File: config.mk
export PLATFORM = sky130hd
export DESIGN_NAME = array_linked_list_manager
export DESIGN_NICKNAME = d
export VERILOG_FILES = /design/src/hdl/allm_pkg.sv /design/src/hdl/array_linked_list_manager.sv
export VERILOG_INCLUDE_DIRS = /design/src /design/src/hdl
export SDC_FILE = /design/constraint.sdc
export NUM_CORES = 2
export LEC_CHECK = 0
export BUFFER_PORTS_ARGS = -buffer_cell sky130_fd_sc_hd__buf_2
export CAP_MARGIN = 20
export CORE_MARGIN = 2
export CORE_UTILIZATION = 50
export CTS_CLUSTER_SIZE = 20
export DETAILED_ROUTE_END_ITERATION = 12
export GPL_ROUTABILITY_DRIVEN = 0
export MAX_ROUTING_LAYER = met4
export PLACE_DENSITY = 0.65
export SLEW_MARGIN = 20
export SYNTH_ARGS = -nofsm -noshare
export SYNTH_HDL_FRONTEND = slang
export SYNTH_SLANG_ARGS = --single-unit
File: constraint.sdc
create_clock -name aclk -period 9.6 [get_ports aclk]
set_input_delay 0.48 -clock aclk [delete_from_list [all_inputs] [get_ports aclk]]
set_output_delay 0.48 -clock aclk [all_outputs]
set_load 0.02 [all_outputs]
File: src/hdl/array_linked_list_manager_macros.svh
// Assertion macros shared by the list manager RTL.
// Define NO_ASSERTIONS to compile every assertion away; no other dependencies.
`ifndef ARRAY_LINKED_LIST_MANAGER_MACROS_SVH
`define ARRAY_LINKED_LIST_MANAGER_MACROS_SVH

`ifndef NO_ASSERTIONS

// Same-cycle implication, disabled while reset is asserted.
`define ALLM_ASSERT_IMP(label, clk, rstn, ante, cons, msg) \
    label: assert property (@(posedge clk) disable iff (!(rstn)) (ante) |-> (cons)) \
        else $error(msg);

// Next-cycle implication, disabled while reset is asserted.
`define ALLM_ASSERT_NXT(label, clk, rstn, ante, cons, msg) \
    label: assert property (@(posedge clk) disable iff (!(rstn)) (ante) |=> (cons)) \
        else $error(msg);

`else

`define ALLM_ASSERT_IMP(label, clk, rstn, ante, cons, msg)
`define ALLM_ASSERT_NXT(label, clk, rstn, ante, cons, msg)

`endif

`endif

File: src/hdl/allm_pkg.sv
// Constants, codes and helper functions of the array linked list manager.
// No dependencies; used by array_linked_list_manager.
package allm_pkg;

    localparam int SLOTS  = 64;
    localparam int SLOT_W = $clog2(SLOTS);
    localparam int DATA_W = 32;
    localparam int CMD_W  = 2;
    localparam int STAT_W = 2;
    localparam int ERR_W  = 2;

    localparam int IN_W      = CMD_W + SLOT_W + DATA_W;
    localparam int OUT_RAW_W = SLOT_W + DATA_W + STAT_W + ERR_W;
    localparam int OUT_W     = ((OUT_RAW_W + 7) / 8) * 8;

    localparam logic [CMD_W-1:0] CMD_INSERT = 2'd0;
    localparam logic [CMD_W-1:0] CMD_DELETE = 2'd1;
    localparam logic [CMD_W-1:0] CMD_READ   = 2'd2;

    localparam logic [STAT_W-1:0] STAT_OK   = 2'd0;
    localparam logic [STAT_W-1:0] STAT_BAD  = 2'd1;
    localparam logic [STAT_W-1:0] STAT_FULL = 2'd2;

    localparam int ERR_BAD_BIT  = 0;
    localparam int ERR_FULL_BIT = 1;

    // Next link of a slot that was never written: the free chain order after
    // reset, with the sentinel and the last slot pointing to slot 0.
    function automatic logic [SLOT_W-1:0] reset_next(input logic [SLOT_W-1:0] idx);
        if (idx == '0 || idx == SLOT_W'(SLOTS - 1)) begin
            return '0;
        end else begin
            return idx + 1'b1;
        end
    endfunction

endpackage

File: src/hdl/array_linked_list_manager.sv
// Top level of the array linked list manager: sequencer, link and data memories.
// Depends on allm_pkg and array_linked_list_manager_macros.svh.
//
//  Channel  | Direction | Handshake          | Word
//  ---------+-----------+--------------------+-------------------------------------
//  s_       | in        | s_tvalid/s_tready  | cmd, slot_index, write_value
//  m_       | out       | m_tvalid/m_tready  | new_slot, read_value, status, errors
//  cfg_     | in        | cfg_wr_en          | poison word for free slots
//
// One word at a time. Insert, delete and read step through their own states to
// ST_OUT, rejects and unknown commands go straight there. The single link write
// port sets the insert and delete steps: an insert makes three link writes, a delete three.
// Per-entry valid bits give the reset contents, no sweep.
// A result waiting in the output register holds the sequencer in its last state.
`include "array_linked_list_manager_macros.svh"

module array_linked_list_manager (
    input  logic                        aclk,
    input  logic                        aresetn,
    input  logic                        cfg_wr_en,
    input  logic [allm_pkg::DATA_W-1:0] cfg_wr_data,   // poison word
    input  logic                        s_tvalid,
    output logic                        s_tready,
    input  logic [allm_pkg::IN_W-1:0]   s_tdata,       // cmd, slot_index, write_value
    output logic                        m_tvalid,
    input  logic                        m_tready,
    output logic [allm_pkg::OUT_W-1:0]  m_tdata        // new_slot, read_value, status,
                                                       // error_flags, zero pad
);

    localparam int SW = allm_pkg::SLOT_W;
    localparam int DW = allm_pkg::DATA_W;
    localparam int N  = allm_pkg::SLOTS;

    localparam logic [3:0] ST_IDLE = 4'd0;
    localparam logic [3:0] ST_INS1 = 4'd1;
    localparam logic [3:0] ST_INS2 = 4'd2;
    localparam logic [3:0] ST_INS3 = 4'd3;
    localparam logic [3:0] ST_INS4 = 4'd4;
    localparam logic [3:0] ST_DEL1 = 4'd5;
    localparam logic [3:0] ST_DEL2 = 4'd6;
    localparam logic [3:0] ST_DEL3 = 4'd7;
    localparam logic [3:0] ST_RD1  = 4'd8;
    localparam logic [3:0] ST_OUT  = 4'd9;

    // Input word fields.
    logic [allm_pkg::CMD_W-1:0] in_cmd;
    logic [SW-1:0]              in_slot;
    logic [DW-1:0]              in_wval;

    assign in_cmd  = s_tdata[allm_pkg::CMD_W-1:0];
    assign in_slot = s_tdata[allm_pkg::CMD_W +: SW];
    assign in_wval = s_tdata[allm_pkg::CMD_W + SW +: DW];

    // Control state.
    logic [3:0]                 state_reg, state_next;
    logic [SW-1:0]              free_head_reg, free_head_next;
    logic [allm_pkg::ERR_W-1:0] sticky_reg, sticky_next;
    logic [N-1:0]               used_reg, used_next;
    logic [DW-1:0]              poison_reg;
    logic                       m_valid_reg, m_valid_next;
    logic [N-1:0]               nvld_reg, pvld_reg, dvld_reg;

    // Per-command payload.
    logic [SW-1:0]               slot_reg, slot_next;
    logic [SW-1:0]               new_reg, new_next;
    logic [DW-1:0]               wval_reg, wval_next;
    logic [SW-1:0]               nxt_cap_reg, nxt_cap_next;
    logic [SW-1:0]               prv_cap_reg, prv_cap_next;
    logic [SW-1:0]               res_slot_reg, res_slot_next;
    logic [DW-1:0]               res_value_reg, res_value_next;
    logic [allm_pkg::STAT_W-1:0] res_status_reg, res_status_next;
    logic [allm_pkg::OUT_W-1:0]  m_data_reg, m_data_next;

    // Link memory: next link in the upper field, prev link in the lower one.
    logic [2*SW-1:0] link_mem [N];
    logic [2*SW-1:0] lk_q_reg;
    logic            lk_nv_q_reg, lk_pv_q_reg;
    logic [SW-1:0]   lk_addr_q_reg;
    logic [SW-1:0]   lk_rd_addr;
    logic            lk_we_n, lk_we_p;
    logic [SW-1:0]   lk_wr_addr, lk_wr_nxt, lk_wr_prv;
    logic [SW-1:0]   lk_next_eff, lk_prev_eff;

    // Data memory.
    logic [DW-1:0] data_mem [N];
    logic [DW-1:0] dm_q_reg;
    logic          dm_v_q_reg;
    logic          dm_we;
    logic [SW-1:0] dm_wr_addr;
    logic [DW-1:0] dm_wr_data;
    logic [DW-1:0] dm_eff;

    logic accept, out_free, used_at;

    assign s_tready = (state_reg == ST_IDLE);
    assign accept   = s_tvalid && s_tready;
    assign out_free = !m_valid_reg || m_tready;
    assign used_at  = used_reg[in_slot];
    assign m_tvalid = m_valid_reg;
    assign m_tdata  = m_data_reg;

    // Entries never written read as their reset contents.
    assign lk_next_eff = lk_nv_q_reg ? lk_q_reg[2*SW-1:SW] : allm_pkg::reset_next(lk_addr_q_reg);
    assign lk_prev_eff = lk_pv_q_reg ? lk_q_reg[SW-1:0] : '0;
    assign dm_eff      = dm_v_q_reg ? dm_q_reg : '0;

    always_comb begin
        state_next      = state_reg;
        free_head_next  = free_head_reg;
        sticky_next     = sticky_reg;
        used_next       = used_reg;
        m_valid_next    = m_valid_reg && !m_tready;
        slot_next       = slot_reg;
        new_next        = new_reg;
        wval_next       = wval_reg;
        nxt_cap_next    = nxt_cap_reg;
        prv_cap_next    = prv_cap_reg;
        res_slot_next   = res_slot_reg;
        res_value_next  = res_value_reg;
        res_status_next = res_status_reg;
        m_data_next     = m_data_reg;
        lk_rd_addr      = in_slot;
        lk_we_n         = 1'b0;
        lk_we_p         = 1'b0;
        lk_wr_addr      = slot_reg;
        lk_wr_nxt       = '0;
        lk_wr_prv       = '0;
        dm_we           = 1'b0;
        dm_wr_addr      = slot_reg;
        dm_wr_data      = wval_reg;

        case (state_reg)
            ST_IDLE: begin
                if (accept) begin
                    slot_next       = in_slot;
                    new_next        = free_head_reg;
                    wval_next       = in_wval;
                    res_slot_next   = '0;
                    res_value_next  = '0;
                    res_status_next = allm_pkg::STAT_OK;
                    state_next      = ST_OUT;
                    case (in_cmd)
                        allm_pkg::CMD_INSERT: begin
                            if (!used_at) begin
                                res_status_next = allm_pkg::STAT_BAD;
                            end else if (free_head_reg == '0) begin
                                res_status_next = allm_pkg::STAT_FULL;
                            end else begin
                                state_next = ST_INS1;
                            end
                        end
                        allm_pkg::CMD_DELETE: begin
                            if (in_slot == '0 || !used_at) begin
                                res_status_next = allm_pkg::STAT_BAD;
                            end else begin
                                state_next = ST_DEL1;
                            end
                        end
                        allm_pkg::CMD_READ: begin
                            state_next = ST_RD1;
                        end
                        default: begin
                            state_next = ST_OUT;
                        end
                    endcase
                    if (res_status_next == allm_pkg::STAT_BAD) begin
                        sticky_next[allm_pkg::ERR_BAD_BIT] = 1'b1;
                    end
                    if (res_status_next == allm_pkg::STAT_FULL) begin
                        sticky_next[allm_pkg::ERR_FULL_BIT] = 1'b1;
                    end
                end
            end
            ST_INS1: begin
                // Successor of the anchor arrives; fetch the new slot's link.
                nxt_cap_next = lk_next_eff;
                lk_rd_addr   = new_reg;
                state_next   = ST_INS2;
            end
            ST_INS2: begin
                free_head_next     = lk_next_eff;
                lk_we_n            = 1'b1;
                lk_we_p            = 1'b1;
                lk_wr_addr         = new_reg;
                lk_wr_nxt          = nxt_cap_reg;
                lk_wr_prv          = slot_reg;
                dm_we              = 1'b1;
                dm_wr_addr         = new_reg;
                dm_wr_data         = wval_reg;
                used_next[new_reg] = 1'b1;
                state_next         = ST_INS3;
            end
            ST_INS3: begin
                lk_we_n    = 1'b1;
                lk_wr_addr = slot_reg;
                lk_wr_nxt  = new_reg;
                state_next = ST_INS4;
            end
            ST_INS4: begin
                lk_we_p       = 1'b1;
                lk_wr_addr    = nxt_cap_reg;
                lk_wr_prv     = new_reg;
                res_slot_next = new_reg;
                state_next    = ST_OUT;
            end
            ST_DEL1: begin
                // Neighbors of the victim arrive; relink the successor first.
                prv_cap_next        = lk_prev_eff;
                nxt_cap_next        = lk_next_eff;
                lk_we_p             = 1'b1;
                lk_wr_addr          = lk_next_eff;
                lk_wr_prv           = lk_prev_eff;
                dm_we               = 1'b1;
                dm_wr_addr          = slot_reg;
                dm_wr_data          = poison_reg;
                used_next[slot_reg] = 1'b0;
                state_next          = ST_DEL2;
            end
            ST_DEL2: begin
                lk_we_n    = 1'b1;
                lk_wr_addr = prv_cap_reg;
                lk_wr_nxt  = nxt_cap_reg;
                state_next = ST_DEL3;
            end
            ST_DEL3: begin
                lk_we_n        = 1'b1;
                lk_we_p        = 1'b1;
                lk_wr_addr     = slot_reg;
                lk_wr_nxt      = free_head_reg;
                lk_wr_prv      = '0;
                free_head_next = slot_reg;
                state_next     = ST_OUT;
            end
            ST_RD1: begin
                res_value_next = dm_eff;
                state_next     = ST_OUT;
            end
            ST_OUT: begin
                if (out_free) begin
                    m_valid_next = 1'b1;
                    m_data_next  = allm_pkg::OUT_W'({sticky_reg, res_status_reg,
                                                     res_value_reg, res_slot_reg});
                    state_next   = ST_IDLE;
                end
            end
            default: begin
                state_next = ST_IDLE;
            end
        endcase
    end

    always_ff @(posedge aclk) begin
        if (!aresetn) begin
            state_reg     <= ST_IDLE;
            free_head_reg <= SW'(1);
            sticky_reg    <= '0;
            used_reg      <= N'(1);
            poison_reg    <= '0;
            m_valid_reg   <= 1'b0;
            nvld_reg      <= '0;
            pvld_reg      <= '0;
            dvld_reg      <= '0;
        end else begin
            state_reg     <= state_next;
            free_head_reg <= free_head_next;
            sticky_reg    <= sticky_next;
            used_reg      <= used_next;
            m_valid_reg   <= m_valid_next;
            if (cfg_wr_en) begin
                poison_reg <= cfg_wr_data;
            end
            if (lk_we_n) begin
                nvld_reg[lk_wr_addr] <= 1'b1;
            end
            if (lk_we_p) begin
                pvld_reg[lk_wr_addr] <= 1'b1;
            end
            if (dm_we) begin
                dvld_reg[dm_wr_addr] <= 1'b1;
            end
        end
    end

    always_ff @(posedge aclk) begin
        slot_reg       <= slot_next;
        new_reg        <= new_next;
        wval_reg       <= wval_next;
        nxt_cap_reg    <= nxt_cap_next;
        prv_cap_reg    <= prv_cap_next;
        res_slot_reg   <= res_slot_next;
        res_value_reg  <= res_value_next;
        res_status_reg <= res_status_next;
        m_data_reg     <= m_data_next;
    end

    // The sequencer never reads an entry in the cycle it writes it.
    always_ff @(posedge aclk) begin
        if (lk_we_n) begin
            link_mem[lk_wr_addr][2*SW-1:SW] <= lk_wr_nxt;
        end
        if (lk_we_p) begin
            link_mem[lk_wr_addr][SW-1:0] <= lk_wr_prv;
        end
        lk_q_reg      <= link_mem[lk_rd_addr];
        lk_nv_q_reg   <= nvld_reg[lk_rd_addr];
        lk_pv_q_reg   <= pvld_reg[lk_rd_addr];
        lk_addr_q_reg <= lk_rd_addr;
    end

    always_ff @(posedge aclk) begin
        if (dm_we) begin
            data_mem[dm_wr_addr] <= dm_wr_data;
        end
        dm_q_reg   <= data_mem[in_slot];
        dm_v_q_reg <= dvld_reg[in_slot];
    end

    `ALLM_ASSERT_NXT(a_busy_after_accept, aclk, aresetn, accept, state_reg != ST_IDLE, "accepted word did not start a command")
    `ALLM_ASSERT_IMP(a_sentinel_used, aclk, aresetn, 1'b1, used_reg[0], "sentinel slot marked free")
    `ALLM_ASSERT_IMP(a_full_matches_head, aclk, aresetn, state_reg == ST_OUT && res_status_reg == allm_pkg::STAT_FULL, free_head_reg == '0, "full status with free slots left")
    `ALLM_ASSERT_NXT(a_sticky_holds, aclk, aresetn, 1'b1, (sticky_reg & $past(sticky_reg)) == $past(sticky_reg), "sticky error bit cleared")
    `ALLM_ASSERT_IMP(a_insert_takes_free, aclk, aresetn, state_reg == ST_INS2, !used_reg[new_reg] && new_reg != '0, "insert took a used slot")

endmodule
# Word level (Yosys, flattened, before mapping)
# Memory sizes are Yosys's and may differ from the RTL's. A register that Yosys moved wholly into a read port is not among the register bits.
# Index checks and enable logic that the tools add are counted.
# classes
order_cmp	10
muxes	56
n_bitwise	6
reduce_logical	34
n_addsub	1
eq_ne	16
# ops
operator	n
$or A64 B64 Y64	4
$pmux W64 S2	1
$mux W32	3
$and A64 B64 Y64	1
$not A64 Y64	1
$pmux W32 S2	1
$lt A6 B7 Y1 const B	6
$mux W6	6
$pmux W6 S3	2
$pmux W4 S8	1
$bmux W1 S6	4
$demux W1 S6	4
$ge A6 B1 Y1 const B	4
$pmux W6 S2	2
$pmux W6 S4	1
$mux W1	20
$mux W4	5
$logic_not A6 Y1	3
$eq A4 B3 Y1 const B	4
$pmux W4 S3	1
$reduce_and A2 Y1	5
$eq A4 B2 Y1 const B	2
$eq A4 B4 Y1 const B	2
$mux W2	4
other kinds (18)	36
# word_totals
reg_bits	448
ramBits	2816
mem_count	2
out_inout_bits	50
wordCells	148
input_bits	77
# mem_list
name	depth	width	read_ports	rd_clocked_by_memory_dff	wr	line_no	rtl
data_mem	64	32	1	1	1	array_linked_list_manager.sv:86	logic [DW-1:0] data_mem [N];
link_mem	64	12	1	1	1	array_linked_list_manager.sv:76	logic [2*SW-1:0] link_mem [N];

# Logic depth before layout (Yosys ltp)
# logic_depth
depth_word	10
mapped_depth	14
ltp_nobuf	9

# Least setup slack after synthesis
# OpenSTA, ideal clock, no wires.
# synth_timing
path_type	register to register
from	register state_reg[2]
to	register m_data_reg, in the netlist m_tdata[0], enable pin
period_less_slack_ps	4547
arrival_time_ps	4053
path_buffers	3
slack_ps	5053
stages_incl_launch_ff	6
required_ps	9107
setup_ps	493
cell_sequence	dfxtp_1 -> buf_2 -> buf_1 -> or2_2 -> clkbuf_1 -> nor3_1
# synth_via
elab_chain_len	2
# synth_lines
item	line_no	rtl
start: declaration	array_linked_list_manager.sv:56	logic [3:0] state_reg, state_next;
start signal: assignment	array_linked_list_manager.sv:265	state_reg <= state_next;
$eq A4 B4 Y1	array_linked_list_manager.sv:133	case (state_reg)
$reduce_and A2 Y1 (no source line)	n/a	
end signal: assignment	array_linked_list_manager.sv:294	m_data_reg <= m_data_next;
end: declaration	array_linked_list_manager.sv:73	logic [allm_pkg::OUT_W-1:0] m_data_reg, m_data_next;
# Every way passes these cells.
# A chain may end at the register's enable or synchronous reset.

# Worst setup path after layout
# layout_timing
from	register state_reg[2]
to	memory link_mem[53][11] in the netlist's numbering, enable pin
# layout_via
elab_chain_len	5
word_cells_on_any_way	11
cone_classes	eq/ne (6); mux (4); reduce/logical (1)
# layout_lines
item	line_no	rtl
$eq A4 B3 Y1 or $eq A4 B2 Y1 (tied branches)	array_linked_list_manager.sv:133	
$reduce_or A4 Y1 (no source line)	n/a	
$mux W1	array_linked_list_manager.sv:133	
$mux W1	array_linked_list_manager.sv:299	if (lk_we_n) begin
$mux W1 (not written as such)	array_linked_list_manager.sv:300	link_mem[lk_wr_addr][2*SW-1:SW] <= lk_wr_nxt;
end: declaration	array_linked_list_manager.sv:76	
# Several ways; a longest one is shown, not always the timed one.

==> metrics <==
setup_tns 0 ns; DIE AREA 259000 sq um; register area 95800 sq um; worst reg2reg path endpoint link_mem[53][11]; status finished, final reports clean; Port Buffers 120; CTS tree yes; # fillers 18900; pwr dens roughly 220 nW/um^2; EDFF count, synth 2954; Slew @ Worst Pin 1.25 ns; DRT antenna net count 0; design area ~140000 sq um; critical path arrival 6.10 ns; io pins 127; Biggest register data_mem; Synth Area in Compound Gates under 10%; Multi-input gate area 30500 sq um; clk_skew between 0.06 and 0.07 ns; H-tree levels 5; synth top area cells edfxtp_1 70%, mux4_2 8.8%, dfxtp_1 5.6%; Die Height 509 um; number of nets in the layout 7675; Core Box Area 254000 sq um; Leakage between 0.04 and 0.05 uW; via count a little over 70000; later-pin clock latency in the skew report 0.97 ns; Final min period 5.55 ns; Distinct cells, synth 73; Switching Share between 20% and 30%; vias per cell 6.31; post-synthesis sequential area ratio 75.1%; required time worst endpoint 10.15 ns; layout cell share with drive strength beyond 1 19.0%; largest net degree at the start of global routing 168; Seq pwr share 50.8%; dpl hpwl approximately 190000 um; Primary FF master, synth edfxtp_1; post-cts repair resize count 0; reported net switching power approximately 7500 uW; Layout area overhead 13.2%; Clock Sinks 3308; aggregate global-route resource usage 26.9%; Synth Area in Adders less than 1%; R2R Setup Slk 4.05 ns; Yosys top cell area share 69.5%; crit path to link_mem[53][11]; Post-Synth XOR/XNOR Area less than 1%; Worst setup startpoint state_reg[2]; depth of the most critical reg-to-reg path 10; Die W between 500 and 600 um; Slew headroom 16.0%; Comb power frac 8.5%; Placement Cell Area 133000 sq um; M2 GR Usage 43.1%; Synth area leader edfxtp_1; WL final 341000 um; met3 GRT Util 4.03%; drt wl/cell 30.4 um; Period Utilization, post-route 57.8%; FF-to-FF Start state_reg[2]; Fmax 180 MHz; antenna violations before repair 6; Clock Tree Root clkbuf_16; routing usage on met1 34.6%; Syn Inst Count 7311; Worst VDD drop 0.205 mV; Setup crit end kind register; Largest register FFs roughly 2000; row cnt approximately 190; Synth Cell Area roughly 130000 sq um; clk buf depth 4; CTS clk-pin slew, worst paths 0.06 ns; Initial Util about half; CP startpoint kind register; simple-gate portion of the synthesized area 5.19%; Ys Warns 0; Avg Inst Size Synth 17.5 sq um; largest family of logic cells by synthesized area multiplexers; Inserted Clock Buffers 346; first-pass GRT wire length slightly below 500000 um; Regs by FF count data_mem: 2048 flops, link_mem: 768 flops; grt ovf 0; final hold vios 0; DRT iter0 DRCs 8616; mux share of post-synthesis cell area 12.8%; Final Max Slew Viols 0; RSZ-0062 raised after global routing no; crit path max fanout 58; grt peak-use layer met2; max-cap violations 0; P_int between 20000 and 25000 uW; FF+latch count, synth 3308; Setup violations, final 0; Worst Hold Class in2reg; Async SR Flop Fraction 0%; # hold bufs at CTS 70; Setup Fix Bufs, Post-CTS 0; part of the power in the clock network ~41%; kind of critical path reg2reg; Pre-antenna DRT Iters 6; number of global-route vias before repair between 70000 and 80000; DRC violations left 0
## critical path, cell delays in order (launching register included)
cell      delay [ns]
dfxtp_1         0.83
nor2b_1         0.76
nand2b_2        0.11
buf_4           0.37
inv_2           0.11
buf_4           0.63
a221o_1         0.36
nor3b_1         0.53
buf_4           0.26
nand2_1         0.44
nor2_1          0.63
## cells in the final DEF (no fill, tap or decap), drive strengths merged, types with 7 or more instances in the layout
| cell | netlist | routed |
|---|---|---|
| a2111oi | 10 | 10 |
| a211oi | 22 | 22 |
| a21oi | 279 | 279 |
| a221o | 7 | 7 |
| a22o | 66 | 66 |
| a22oi | 50 | 50 |
| a311oi | 14 | 14 |
| a31oi | 24 | 24 |
| a32oi | 24 | 24 |
| and2 | 42 | 42 |
| and3 | 32 | 32 |
| buf | 203 | 306 |
| bufinv | 0 | 31 |
| clkbuf | 241 | 442 |
| clkinv | 3 | 125 |
| clkinvlp | 0 | 12 |
| dfxtp | 354 | 354 |
| dlygate4sd3 | 0 | 70 |
| edfxtp | 2954 | 2954 |
| inv | 17 | 24 |
| mux2 | 44 | 44 |
| mux2i | 448 | 448 |
| mux4 | 501 | 501 |
| nand2 | 729 | 729 |
| nand2b | 18 | 18 |
| nand3 | 175 | 175 |
| nand4 | 40 | 40 |
| nor2 | 310 | 310 |
| nor2b | 15 | 15 |
| nor3 | 54 | 54 |
| o2111ai | 12 | 12 |
| o21a | 75 | 75 |
| o21ai | 196 | 196 |
| o221a | 7 | 7 |
| o221ai | 121 | 121 |
| o22ai | 90 | 90 |
| or2 | 14 | 14 |
| or3 | 62 | 62 |
## synthesized netlist by cell type (54+ instances only)
cell      count
o21ai_0     164
mux2i_1     444
or3_1        62
nor2_1      308
a22o_1       66
buf_2       111
nand2_1     728
mux4_2      501
dfxtp_1     354
o22ai_1      90
nor3_1       54
nand3_1     175
clkbuf_1    241
a21oi_1     279
o221ai_1    121
o21a_1       75
edfxtp_1   2954
## area by class of cell
| type | instances | area share [%] |
|---|---|---|
| antenna | 4 | 0.00693 |
| clock buffer | 442 | 6.43 |
| clock inverter | 172 | 1.16 |
| inverter | 20 | 0.0667 |
| multi-input combinational | 3544 | 21.1 |
| sequential | 3308 | 66.3 |
| tap | 3366 | 2.92 |
| timing repair buffer | 376 | 1.97 |
## worst min-delay path by stage
stage / from / end / slack (ns) / cells past startpoint
floorplan: res_slot_reg[0] / m_tdata[0] / 0.40 / 0
global placement: res_value_reg[27] / m_tdata[33] / 0.40 / 0
detailed placement: res_value_reg[6] / m_tdata[12] / 0.41 / 0
CTS: s_tdata[4] / slot_reg[2] / 0.03 / 1
global route: s_tdata[4] / slot_reg[2] / 0.06 / 1
finish: m_tready / state_reg[0] / 0.1 / 4
## stage by stage
step	total power (uW)	worst slack (ns)	util, %	hold slack [ns]	instances
3_3_place_gp	19200	4.25	52.2	0.402	10500
5_1_grt	32900	3.82	56.9	0.0563	11200
4_1_cts	32200	4.08	56.8	0.0313	11200
6_report	32100	4.05	56.9	0.0967	11200
3_5_place_dp	19300	4.17	52.3	0.405	10500
2_1_floorplan	18200	5.05	-	0.400	7316
## power groups by stage
stage | Clock, uW | Combinational [uW] | Sequential, uW
after floorplan | 0 | 1620 | 16500
after global placement | 0 | 2610 | 16600
after detailed placement | 0 | 2680 | 16600
after CTS | 13200 | 2710 | 16300
after global routing | 13800 | 2880 | 16300
final | 13100 | 2740 | 16300
## kinds of logic after synthesis
family,Yosys count
compound gates,1025
xor+xnor,6
fa+ha+maj,2
buf+inv,464
flops,3308
mux,993
other cells,1
simple gates,1512
## per-layer routing
| layer | share of wire (%) | up-vias | wire, um |
|---|---|---|---|
| li1 | - | 29600 | - |
| met1 | 38 | 37000 | 131000 |
| met2 | 49 | 3486 | 167000 |
| met3 | 7.7 | 815 | 26400 |
| met4 | 4.8 | 0 | 16400 |
| met5 | 0 | - | 0 |
No activity file was read; power rests on OpenSTA's default activity.
